[src/design/xcd_pkg.sv]
// ----------------------------------------------------------------------------
// XOR-checked command deframer package
// Shared constants, payload types and the command prefix matcher.
// ----------------------------------------------------------------------------
`default_nettype none

package xcd_pkg;

  // Largest frame before the gathering restarts at the current byte.
  localparam int unsigned FRAME_BYTES = 64;

  // Byte counter width: it must be able to hold FRAME_BYTES itself.
  localparam int unsigned CNT_W = $clog2(FRAME_BYTES + 1);

  // Widths fixed by the word format.
  localparam int unsigned BYTE_W = 8;
  localparam int unsigned CODE_W = 3;
  localparam int unsigned LEN_W  = 7;

  // Candidate commands and the flag bit that tracks each of them.
  localparam int unsigned CAND_COUNT     = 4;
  localparam int unsigned CAND_STATUS    = 0;
  localparam int unsigned CAND_PING      = 1;
  localparam int unsigned CAND_CFG_READ  = 2;
  localparam int unsigned CAND_CFG_WRITE = 3;

  // Command codes reported in the result word.
  localparam logic [CODE_W-1:0] CMD_UNKNOWN   = 3'd0;
  localparam logic [CODE_W-1:0] CMD_STATUS    = 3'd1;
  localparam logic [CODE_W-1:0] CMD_PING      = 3'd2;
  localparam logic [CODE_W-1:0] CMD_CFG_READ  = 3'd3;
  localparam logic [CODE_W-1:0] CMD_CFG_WRITE = 3'd4;

  // Special byte values.
  localparam logic [BYTE_W-1:0] BYTE_NEWLINE = 8'h0A;
  localparam logic [BYTE_W-1:0] BYTE_ZERO    = 8'h00;

  // Candidate text, padded with zeros to a power-of-two row length.
  localparam int unsigned TEXT_DEPTH = 16;
  localparam int unsigned TEXT_AW    = $clog2(TEXT_DEPTH);

  localparam logic [BYTE_W-1:0] CAND_TEXT [CAND_COUNT][TEXT_DEPTH] = '{
    '{"g", "e", "t", "_", "r", "e", "p", "o", "r", "t", "\n",
      8'h00, 8'h00, 8'h00, 8'h00, 8'h00},
    '{"p", "i", "n", "g", "\n", 8'h00, 8'h00, 8'h00, 8'h00, 8'h00, 8'h00,
      8'h00, 8'h00, 8'h00, 8'h00, 8'h00},
    '{"g", "e", "t", "_", "p", "a", "r", "a", "m", "s", "\n",
      8'h00, 8'h00, 8'h00, 8'h00, 8'h00},
    '{"s", "e", "t", "_", "p", "a", "r", "a", "m", 8'h00, 8'h00,
      8'h00, 8'h00, 8'h00, 8'h00, 8'h00}
  };

  localparam int unsigned CAND_LEN [CAND_COUNT] = '{11, 5, 11, 9};

  // Input word: one received byte plus the transmitter state.
  typedef struct packed {
    logic [BYTE_W-1:0] rx_byte;
    logic              tx_busy;
  } in_word_t;

  // Result word: decoded command, accepted flag and frame length.
  typedef struct packed {
    logic [CODE_W-1:0] command_code;
    logic              accepted;
    logic [LEN_W-1:0]  frame_length;
  } out_word_t;

  // Result handed from the frame logic to the output register.
  typedef struct packed {
    logic      valid;
    out_word_t word;
  } result_t;

  // Update the match flags with the byte at position pos of the frame.
  // Exact commands drop out once the frame runs past their length.
  function automatic logic [CAND_COUNT-1:0] match_next(
    input logic [CAND_COUNT-1:0] flags,
    input logic [CNT_W-1:0]      pos,
    input logic [BYTE_W-1:0]     b
  );
    logic [CAND_COUNT-1:0] f;
    f = flags;
    for (int i = 0; i < CAND_COUNT; i++) begin
      if (pos < CNT_W'(CAND_LEN[i])) begin
        if (b != CAND_TEXT[i][pos[TEXT_AW-1:0]]) begin
          f[i] = 1'b0;
        end
      end else if (i != CAND_CFG_WRITE) begin
        f[i] = 1'b0;
      end
    end
    return f;
  endfunction

  // Pick the command from the final flags and the frame length.
  function automatic logic [CODE_W-1:0] decode_command(
    input logic [CAND_COUNT-1:0] flags,
    input logic [CNT_W-1:0]      len
  );
    logic [CODE_W-1:0] code;
    if (flags[CAND_STATUS] && len == CNT_W'(CAND_LEN[CAND_STATUS])) begin
      code = CMD_STATUS;
    end else if (flags[CAND_PING] && len == CNT_W'(CAND_LEN[CAND_PING])) begin
      code = CMD_PING;
    end else if (flags[CAND_CFG_READ] &&
                 len == CNT_W'(CAND_LEN[CAND_CFG_READ])) begin
      code = CMD_CFG_READ;
    end else if (flags[CAND_CFG_WRITE] &&
                 len >= CNT_W'(CAND_LEN[CAND_CFG_WRITE])) begin
      code = CMD_CFG_WRITE;
    end else begin
      code = CMD_UNKNOWN;
    end
    return code;
  endfunction

endpackage

`default_nettype wire

[src/design/xcd_in_reg.sv]
// ----------------------------------------------------------------------------
// Input register
// Holds one incoming word until the frame logic consumes it.
// ----------------------------------------------------------------------------
`default_nettype none

module xcd_in_reg (
  input  wire logic             clk_i,
  input  wire logic             rst_ni,
  input  wire logic             in_valid_i,
  output logic                  in_stall_o,
  input  wire xcd_pkg::in_word_t in_word_i,
  input  wire logic             advance_i,
  output logic                  held_valid_o,
  output xcd_pkg::in_word_t     held_word_o
);

  logic              valid_q;
  logic              valid_d;
  xcd_pkg::in_word_t word_q;
  logic              load;

  // The register takes a new word whenever it is empty or being drained.
  assign load       = ~valid_q | advance_i;
  assign in_stall_o = ~load;
  assign valid_d    = load ? in_valid_i : valid_q;

  always_ff @(posedge clk_i or negedge rst_ni) begin
    if (!rst_ni) begin
      valid_q <= 1'b0;
    end else begin
      valid_q <= valid_d;
    end
  end

  // Payload needs no reset.
  always_ff @(posedge clk_i) begin
    if (load && in_valid_i) begin
      word_q <= in_word_i;
    end
  end

  assign held_valid_o = valid_q;
  assign held_word_o  = word_q;

endmodule

`default_nettype wire

[src/design/xcd_frame.sv]
// ----------------------------------------------------------------------------
// Frame tracker
// Gathers bytes into a frame, keeps the running XOR and the command match
// flags, checks the trailer and produces at most one result per byte.
// ----------------------------------------------------------------------------
`default_nettype none

module xcd_frame (
  input  wire logic              clk_i,
  input  wire logic              rst_ni,
  input  wire logic              advance_i,
  input  wire xcd_pkg::in_word_t word_i,
  output xcd_pkg::result_t       result_o
);

  // Phase codes.
  localparam logic [1:0] PH_RECV  = 2'd0;
  localparam logic [1:0] PH_CHECK = 2'd1;
  localparam logic [1:0] PH_END   = 2'd2;

  localparam logic [xcd_pkg::CAND_COUNT-1:0] ALL_FLAGS = '1;

  logic [1:0]                      phase_q, phase_d;
  logic [xcd_pkg::BYTE_W-1:0]      chk_q, chk_d;
  logic [xcd_pkg::CNT_W-1:0]       cnt_q, cnt_d;
  logic [xcd_pkg::CAND_COUNT-1:0]  flags_q, flags_d;

  logic                            overflow;
  logic [xcd_pkg::BYTE_W-1:0]      base_chk;
  logic [xcd_pkg::CNT_W-1:0]       base_cnt;
  logic [xcd_pkg::CAND_COUNT-1:0]  base_flags;
  logic [xcd_pkg::BYTE_W-1:0]      b;

  assign b = word_i.rx_byte;

  // A full frame restarts at the current byte.
  assign overflow   = cnt_q >= xcd_pkg::CNT_W'(xcd_pkg::FRAME_BYTES);
  assign base_cnt   = overflow ? '0 : cnt_q;
  assign base_chk   = overflow ? '0 : chk_q;
  assign base_flags = overflow ? ALL_FLAGS : flags_q;

  // Next state and the result for the byte being consumed.
  always_comb begin
    phase_d  = phase_q;
    chk_d    = chk_q;
    cnt_d    = cnt_q;
    flags_d  = flags_q;
    result_o.valid             = 1'b0;
    result_o.word.command_code = xcd_pkg::decode_command(flags_q, cnt_q);
    result_o.word.accepted     = ~word_i.tx_busy;
    result_o.word.frame_length = xcd_pkg::LEN_W'(cnt_q);
    if (advance_i) begin
      unique case (phase_q)
        PH_RECV: begin
          flags_d = xcd_pkg::match_next(base_flags, base_cnt, b);
          cnt_d   = base_cnt + xcd_pkg::CNT_W'(1);
          chk_d   = base_chk ^ b;
          if (b == xcd_pkg::BYTE_NEWLINE) begin
            phase_d = PH_CHECK;
          end
        end
        PH_CHECK: begin
          if (chk_q == b) begin
            phase_d = PH_END;
          end else begin
            phase_d = PH_RECV;
            chk_d   = '0;
            cnt_d   = '0;
            flags_d = ALL_FLAGS;
          end
        end
        PH_END: begin
          result_o.valid = (b == xcd_pkg::BYTE_ZERO);
          phase_d = PH_RECV;
          chk_d   = '0;
          cnt_d   = '0;
          flags_d = ALL_FLAGS;
        end
        default: begin
          phase_d = PH_RECV;
          chk_d   = '0;
          cnt_d   = '0;
          flags_d = ALL_FLAGS;
        end
      endcase
    end
  end

  always_ff @(posedge clk_i or negedge rst_ni) begin
    if (!rst_ni) begin
      phase_q <= PH_RECV;
      chk_q   <= '0;
      cnt_q   <= '0;
      flags_q <= ALL_FLAGS;
    end else begin
      phase_q <= phase_d;
      chk_q   <= chk_d;
      cnt_q   <= cnt_d;
      flags_q <= flags_d;
    end
  end

`ifndef SYNTH
  // The frame counter never passes the frame size.
  a_cnt_bound: assert property (@(posedge clk_i) disable iff (!rst_ni)
    cnt_q <= xcd_pkg::CNT_W'(xcd_pkg::FRAME_BYTES))
    else $error("frame byte count beyond frame size");

  // Waiting for the check byte implies the newline was counted.
  a_check_nonempty: assert property (@(posedge clk_i) disable iff (!rst_ni)
    phase_q == PH_CHECK |-> cnt_q != '0)
    else $error("check phase with empty frame");

  // A result leaves the tracker cleared for the next frame.
  a_clear_after_result: assert property (@(posedge clk_i) disable iff (!rst_ni)
    result_o.valid |=> phase_q == PH_RECV && cnt_q == '0 && chk_q == '0 &&
                       flags_q == ALL_FLAGS)
    else $error("state not cleared after result");

  // A bad check byte drops the frame.
  a_bad_check: assert property (@(posedge clk_i) disable iff (!rst_ni)
    advance_i && phase_q == PH_CHECK && b != chk_q |=>
      phase_q == PH_RECV && cnt_q == '0)
    else $error("frame kept after check mismatch");
`endif

endmodule

`default_nettype wire

[src/design/xcd_out_reg.sv]
// ----------------------------------------------------------------------------
// Output register
// Holds one result word until the receiver takes it.
// ----------------------------------------------------------------------------
`default_nettype none

module xcd_out_reg (
  input  wire logic              clk_i,
  input  wire logic              rst_ni,
  input  wire xcd_pkg::result_t  result_i,
  output logic                   ready_o,
  output logic                   out_valid_o,
  input  wire logic              out_stall_i,
  output xcd_pkg::out_word_t     out_word_o
);

  logic               valid_q;
  logic               valid_d;
  xcd_pkg::out_word_t word_q;

  // Free when empty or when the held word leaves this cycle.
  assign ready_o = ~valid_q | ~out_stall_i;
  assign valid_d = ready_o ? result_i.valid : valid_q;

  always_ff @(posedge clk_i or negedge rst_ni) begin
    if (!rst_ni) begin
      valid_q <= 1'b0;
    end else begin
      valid_q <= valid_d;
    end
  end

  always_ff @(posedge clk_i) begin
    if (ready_o && result_i.valid) begin
      word_q <= result_i.word;
    end
  end

  assign out_valid_o = valid_q;
  assign out_word_o  = word_q;

endmodule

`default_nettype wire

[src/design/xor_checked_command_deframer_top.sv]
// ----------------------------------------------------------------------------
// XOR-checked command deframer
// Takes received bytes, checks frames against a trailing XOR byte and a zero
// end byte, and reports the recognized command with the frame length.
// ----------------------------------------------------------------------------
//
//   Channel | Direction | Handshake                 | Word
//   --------+-----------+---------------------------+------------------------
//   in      | input     | in_valid_i / in_stall_o   | rx_byte, tx_busy
//   out     | output    | out_valid_o / out_stall_i | command_code, accepted,
//           |           |                           | frame_length
//
// A byte is taken every cycle unless in_stall_o is high; a result word is
// offered once its byte has passed the input and then the output register.
// The frame state advances once per byte in a single pass of compare, XOR and
// count logic, which sets the one-byte-per-cycle rate.
// Reset clears the frame state and both registers at once; no clearing pass.
// A stalled output stops the input register from draining, so in_stall_o
// rises only while a held result waits and another byte is pending.
// ----------------------------------------------------------------------------
`default_nettype none

module xor_checked_command_deframer_top (
  input  wire logic               clk_i,
  input  wire logic               rst_ni,
  input  wire logic               in_valid_i,
  output logic                    in_stall_o,
  input  wire xcd_pkg::in_word_t  in_word_i,
  output logic                    out_valid_o,
  input  wire logic               out_stall_i,
  output xcd_pkg::out_word_t      out_word_o
);

  logic              held_valid;
  xcd_pkg::in_word_t held_word;
  logic              out_ready;
  logic              advance;
  xcd_pkg::result_t  result;

  // A held byte is consumed when the output register can take its result.
  assign advance = held_valid & out_ready;

  xcd_in_reg u_in_reg (
    .clk_i        (clk_i),
    .rst_ni       (rst_ni),
    .in_valid_i   (in_valid_i),
    .in_stall_o   (in_stall_o),
    .in_word_i    (in_word_i),
    .advance_i    (advance),
    .held_valid_o (held_valid),
    .held_word_o  (held_word)
  );

  xcd_frame u_frame (
    .clk_i     (clk_i),
    .rst_ni    (rst_ni),
    .advance_i (advance),
    .word_i    (held_word),
    .result_o  (result)
  );

  xcd_out_reg u_out_reg (
    .clk_i       (clk_i),
    .rst_ni      (rst_ni),
    .result_i    (result),
    .ready_o     (out_ready),
    .out_valid_o (out_valid_o),
    .out_stall_i (out_stall_i),
    .out_word_o  (out_word_o)
  );

endmodule

`default_nettype wire

[config.mk]
export PLATFORM = sky130hd
export DESIGN_NAME = xor_checked_command_deframer_top
export DESIGN_NICKNAME = d
export VERILOG_FILES = /design/src/design/xcd_pkg.sv /design/src/design/xcd_in_reg.sv /design/src/design/xcd_frame.sv /design/src/design/xcd_out_reg.sv /design/src/design/xor_checked_command_deframer_top.sv
export SDC_FILE = /design/constraint.sdc
export NUM_CORES = 1
export LEC_CHECK = 0
export ABC_AREA = 1
export BUFFER_PORTS_ARGS = -buffer_cell sky130_fd_sc_hd__buf_2
export CELL_PAD_IN_SITES_DETAIL_PLACEMENT = 1
export CELL_PAD_IN_SITES_GLOBAL_PLACEMENT = 2
export CORE_AREA = 2 2 94 96
export DETAILED_ROUTE_END_ITERATION = 10
export DIE_AREA = 0 0 96 98
export PLACE_DENSITY = 0.83
export RECOVER_POWER = 25
export REMOVE_ABC_BUFFERS = 1
export SLEW_MARGIN = 0
export SYNTH_ARGS = -nofsm -noshare
export SYNTH_HDL_FRONTEND = slang
export SYNTH_HIERARCHICAL = 1
export SYNTH_SLANG_ARGS = --single-unit
export TNS_END_PERCENT = 100
[constraint.sdc]
create_clock -name clk_i -period 2.3 [get_ports clk_i]
set_input_delay 0.115 -clock clk_i [delete_from_list [all_inputs] [get_ports clk_i]]
set_output_delay 0.115 -clock clk_i [all_outputs]
set_load 0.005 [all_outputs]
* Yosys cells after proc, flatten, opt, wreduce, memory -nomap -nowiden
Memory sizes are Yosys's and may differ from the RTL's. Index checks and enable logic that the tools add are counted.
Operators by class: add/sub/neg operators 1, magnitude comparators 6, equality and inequality tests 15, mux-type cells 33, bitwise operators 10, reductions and logical operators 14
Operators by type and width (count):
- $mux 8 | 10
- $ne 8x8->1 | 4
- $pmux 8 s2 | 1
- $lt 7x4->1 const B | 2
- $mux 7 | 2
- $pmux 7 s2 | 1
- $ne 4x3->1 const B | 3
- $mux 1 | 10
- $reduce_and 3->1 | 3
- $eq 8x4->1 const B | 1
- $eq 8x8->1 | 1
- $logic_not 8->1 | 1
- $mux 2 | 4
- $mux 4 | 2
- $pmux 4 s2 | 1
- $xor 8x8->8 | 1
- $add 7x1->7 const B | 1
- $eq 7x3->1 const B | 1
- $eq 7x4->1 const B | 1
- $ge 7x4->1 const B | 1
- $ge 7x7->1 const B | 1
- $lt 7x3->1 const B | 1
- $logic_and 1x1->1 | 6
- $ge 5x5->1 const B | 1
- 13 further kinds | 19
Word-level totals: flip-flop bits (word level) 43, bits in read-only memories 512, bits of input ports 13, output and inout bits 13, word-level logic and storage cells 98, memories kept 4
Memories:
- (name not given) | depth 16, bits a word 8, read ports 1, clocked after Yosys merged registers in 0, write ports 0, RTL line xcd_pkg.sv:85 | if (b != CAND_TEXT[i][pos[TEXT_AW-1:0]]) begin
- (name not given) | depth 16, bits a word 8, read ports 1, clocked after Yosys merged registers in 0, write ports 0, RTL line xcd_pkg.sv:85
- (name not given) | depth 16, bits a word 8, read ports 1, clocked after Yosys merged registers in 0, write ports 0, RTL line xcd_pkg.sv:85
- (name not given) | depth 16, bits a word 8, read ports 1, clocked after Yosys merged registers in 0, write ports 0, RTL line xcd_pkg.sv:85

* Depth between registers and ports, before layout
depth after elaboration 10, depth in mapped cells 15, gate-level depth less buffers 14

* By module
Netlist, hierarchy kept.
Modules (own cells, without submodules):
- xcd_frame | instances 1, cells an instance 336, area each 2144.6 um^2, sequential area each 530.5 um^2
- xcd_out_reg | instances 1, cells an instance 16, area each 371.6 um^2, sequential area each 355.3 um^2
- xcd_in_reg | instances 1, cells an instance 16, area each 327.8 um^2, sequential area each 295.3 um^2
- xor_checked_command_deframer_top | instances 1, cells an instance 2, area each 7.5 um^2, sequential area each 0.0 um^2

* Least setup slack after synthesis
OpenSTA, ideal clock, no wires.
path type register -> register, from reg u_out_reg.valid_q (netlist: u_out_reg/out_valid_o), to reg u_out_reg.word_q (netlist bit u_out_reg/out_word_o[0]), enable pin, setup time 0.383 ns, arrival time 1.653 ns, data required time 1.917 ns, slack 0.264 ns, cell stages (with the launch flop) 8, buffers on the path 0, period minus slack after synthesis 2.036 ns, cell sequence dfrtp_1 -> nand2_1 -> nand2_1 -> inv_1 -> nand3_1 -> nor3_1 -> inv_1 -> a21oi_1
RTL lines:
- from (decl) | RTL line xcd_out_reg.sv:17 | logic valid_q;
- from (signal assigned) | RTL line xcd_out_reg.sv:29 | valid_q <= valid_d;
- to (signal assigned) | RTL line xcd_out_reg.sv:35 | word_q <= result_i.word;
- to (decl) | RTL line xcd_out_reg.sv:19 | xcd_pkg::out_word_t word_q;

* Final worst setup path
from reg u_frame/cnt_q[0] (netlist bit), to reg u_frame/flags_q[2] (netlist bit)
Between the ends: cells in the longest elaborated chain, start to end 10, elaborated cells on any way between the ends 13
RTL lines:
- from (decl) | RTL line xcd_frame.sv:25 | logic [xcd_pkg::CNT_W-1:0] cnt_q, cnt_d;
- from (signal assigned) | RTL line xcd_frame.sv:98 | cnt_q <= cnt_d;
- $ge 7x7->1 | RTL line xcd_frame.sv:37 | assign overflow = cnt_q >= xcd_pkg::CNT_W'(xcd_pkg::FRAME_BYTES);
- $mux 7 | RTL line xcd_frame.sv:38 | assign base_cnt = overflow ? '0 : cnt_q;
- $not 4->5 (not written as such) | RTL line xcd_pkg.sv:85
- $mem_v2 16x8
- $mux 8 (not written as such) (2 in series) | RTL line xcd_pkg.sv:85
- $ne 8x8->1 | RTL line xcd_pkg.sv:85
- $mux 1 | RTL line xcd_pkg.sv:85
- $mux 1 | RTL line xcd_pkg.sv:84 | if (pos < CNT_W'(CAND_LEN[i])) begin
- $pmux 4 s2 | RTL line xcd_frame.sv:53 | unique case (phase_q)
- to (signal assigned) | RTL line xcd_frame.sv:99 | flags_q <= flags_d;
- to (decl) | RTL line xcd_frame.sv:26 | logic [xcd_pkg::CAND_COUNT-1:0] flags_q, flags_d;
Several ways; a longest one is shown, not always the timed one. The select of a mux whose other input is x is not followed. A chain may end at the register's enable or synchronous reset.

==> results by group <==
Power
  – Power, Total: 2.93 mW
  – Power per cell area: 886 mW/mm²
  – Worst vdd ir: 345 µV
  – Static Leakage: 1.57 nW

Yosys
  – Sequential area share after synthesis: 0.414
  – Mean cell area of the mapped netlist: 7.71 µm²
  – Synth Flop Type: edfxtp_1
  – Post-synthesis compound-gate area fraction: 0.0921
  – Cell variety after synth: 36
  – Largest family of logic cells by synthesized area: simple AND/OR/NAND/NOR gates
  – Synthesized cell area: 0.00285 mm²
  – Simple-gate share of the synthesized area: 0.303
  – Post-synth EDFFs: 20
  – Synth Instances: 370
  – Yosys warning count: 6
  – Synth Area in Adders: 0.0395
  – Multiplexer share of the synthesized area: 0
  – Number of synthesized register bits: 43
  – Post-synthesis xor/xnor area fraction: 0.0548
  – Post-synthesis async set-or-reset flop share: 0.535

Die
  – Core Rows: 34
  – Die span in x: 96 µm
  – Die Area: 0.00941 mm²
  – Area of the core: 0.00847 mm²
  – Die H: 98 µm
  – IO Pins: 26
  – Starting Density: 0.337

Placement
  – Port buffer count: 25
  – DP Cell Count: 500
  – Post-DP HPWL: 6410 µm
  – RePlAce Congestion: 0.862

Drt
  – Total wire length: 8330 µm
  – Via count: 2553
  – Router iterations before antenna repair: 4
  – Vias per cell: 4.93
  – Detail Route Antenna Nets: 0
  – Residual DRC count: 0
  – Initial DRC Count: 127
  – WL per Instance: 16.1 µm

Layout
  – Fraction of layout cells with a size suffix above 1: 0.173
  – Most frequent cells in the layout: nand2_1, inv_1, nor2_1, nand3_1, buf_2
  – Area growth from synthesis to layout: 16.0%
  – N_diodes: 0
  – Post-route insts no fill: 518
  – Commonest non-fill, non-tap cell in the layout: nand2_1
  – Nets: 431

Setup path
  – CP cell instances: nand2_4 -> clkinvlp_4 -> ha_4 -> ha_1 -> nand2_1 -> nand2_1 -> nand2_1 -> nand2_1 -> inv_1 -> nand2_1 -> nor2_1 -> nand3_1 -> a21oi_1
  – Max Fanout on Critical Path: 8
  – Data arrival time of the critical path: 2.28 ns
  – Setup CP Type: reg -> reg
  – Worst stage delay on the critical path: 0.48 ns
  – Most frequent CP cell: nand2_1
  – Worst r2r path cells: 13
  – Reg2reg end: u_frame/flags_q[2]
  – Critical Path RT: 2.53 ns
  – CP Capture Type: flop
  – Reg-to-Reg Start: u_frame/cnt_q[0]
  – Startpoint Class: flop
  – Crit path max-delay cell type: dfrtp_1
  – Worst R2R Setup Slack: 0.26 ns

Global routing
  – Initial antenna violation count: 0
  – GRT Residual Overflow: 0
  – All-Layer GR Usage: 0.193
  – Largest net degree at the start of global routing: 24
  – First-pass GRT wire length: 13900 µm
  – Number of global-route vias before repair: 2734

STA
  – Worst Tran Pin Value: 1.37 ns
  – Final period utilization: 0.889
  – Slew HR: 0.0838
  – FMAX: 0.489 GHz
  – Pins over their slew limit: 0
  – Sum Neg Setup Slack: 0 ns
  – Final Hold Viols: 0
  – RSZ-0062 raised after global routing: no
  – Setup violations, final: 0
  – Final min period: 2.04 ns
  – Clock Skews: 0.00753 ns

Worst hold path
  – Worst Hold Depth: 3
  – Hold EP: u_in_reg/held_valid_o
  – Hold Path Origin: in_valid_i
  – Hold Path Class: in -> reg

Outcome
  – Outcome: completed

Clock tree
  – CTS tree: done
  – Setup Buffers After CTS: 0
  – Number of H-tree levels: 2
  – Cts bufs inserted: 5
  – CTS root buf: clkbuf_8
  – Clock buffer depth: 2
  – Clk_lat worst skew: 0.30 ns
  – Worst-path clk slew: 0.09 ns
  – # clock sinks: 43

Run
  – Reported max-cap violation count: 0
-- worst max-delay path: cells and delay by family (launching register included) --
kind	cells	cell delay [ns]
and+or+nand+nor	8	0.72
DFF	1	0.48
adders and majority gates	2	0.40
buffers and inverters	2	0.22
AOI/OAI and AO/OA	1	0.15
-- worst max path at each step --
stage	startpoint	end	slack (ns)	cells after the start
CTS	u_frame/cnt_q[6]	u_frame/flags_q[2]	0.11	14
finish	u_frame/cnt_q[0]	u_frame/flags_q[2]	0.26	13
global placement	u_frame/cnt_q[6]	u_frame/flags_q[2]	0.26	13
floorplan	u_out_reg/out_valid_o	u_out_reg/out_word_o[0]	0.26	7
global route	u_frame/cnt_q[6]	u_frame/flags_q[3]	0.06	13
detailed placement	u_frame/cnt_q[6]	u_frame/flags_q[2]	0.16	14
-- power by group --
part           leakage [nW]  switching, mW  internal (mW)
clock                0.0408          0.289          0.217
combinational          1.06          0.897          0.466
sequential            0.469          0.138          0.922
total                  1.57           1.32           1.61
-- stage by stage --
stage          hold slack (ns)  area (µm²)  setup slack, ns  utilization
2_1_floorplan           -0.181        2750            0.264            -
3_5_place_dp             0.138        3090            0.157        0.365
3_3_place_gp             0.133        3090            0.257        0.365
5_1_grt                 0.0370        3310           0.0577        0.391
4_1_cts                 0.0222        3290            0.114        0.388
6_report                0.0334        3310            0.256        0.391
-- sequential cells by signal, indices dropped and copies added, names as in the netlist --
name,cells
u_frame/chk_q,8
u_frame/cnt_q,7
u_frame/flags_q,4
u_frame/phase_q,2
u_in_reg/held_valid_o,1
u_in_reg/held_word_o,9
u_out_reg/out_valid_o,1
u_out_reg/out_word_o,11
-- Yosys cell counts (all sizes together) (3+ instances only) --
cell type	count	area (µm²)
nand2	119	484
inv	45	176
nor2	36	143
o21ai	30	154
nand3	28	150
edfxtp	20	601
dfrtp	19	475
xor2	17	156
a21oi	11	58.8
buf	9	86.3
ha	9	113
nand4	6	37.5
nor3	6	35.0
dfstp	4	105
clkbuf	3	12.5
-- routing by layer --
layer	vias up	track usage	part of all wire	routed length, µm
met3	13	0.0278	0.018	151
met4	0	0.0593	0.022	182
li1	1260	-	-	-
met5	-	0	0	0
met2	39	0.321	0.49	4060
met1	1241	0.258	0.47	3940
-- logic make-up (layout without fill, tap and decap cells) --
kind of cell | count (synthesis) | count (layout)
flops | 43 | 43
xor+xnor | 17 | 17
compound gates | 47 | 47
buf+inv | 57 | 97
fa+ha+maj | 9 | 9
simple gates | 197 | 197
-- timing repair --
item,in CTS,in global routing
resized for setup,0,6
hold endpoints to repair,28,0
hold buffers,10,0
setup endpoints to repair,0,3
-- cell type report --
type                       instances  area (µm²)
clock buffer                       5        68.8
tap                              108         135
inverter                          45         180
timing repair buffer              44         304
clock inverter                     3        23.8
multi-input combinational        270        1410
sequential                        43        1180
fill                            1050        5160
(Power assumes the default switching activity.)
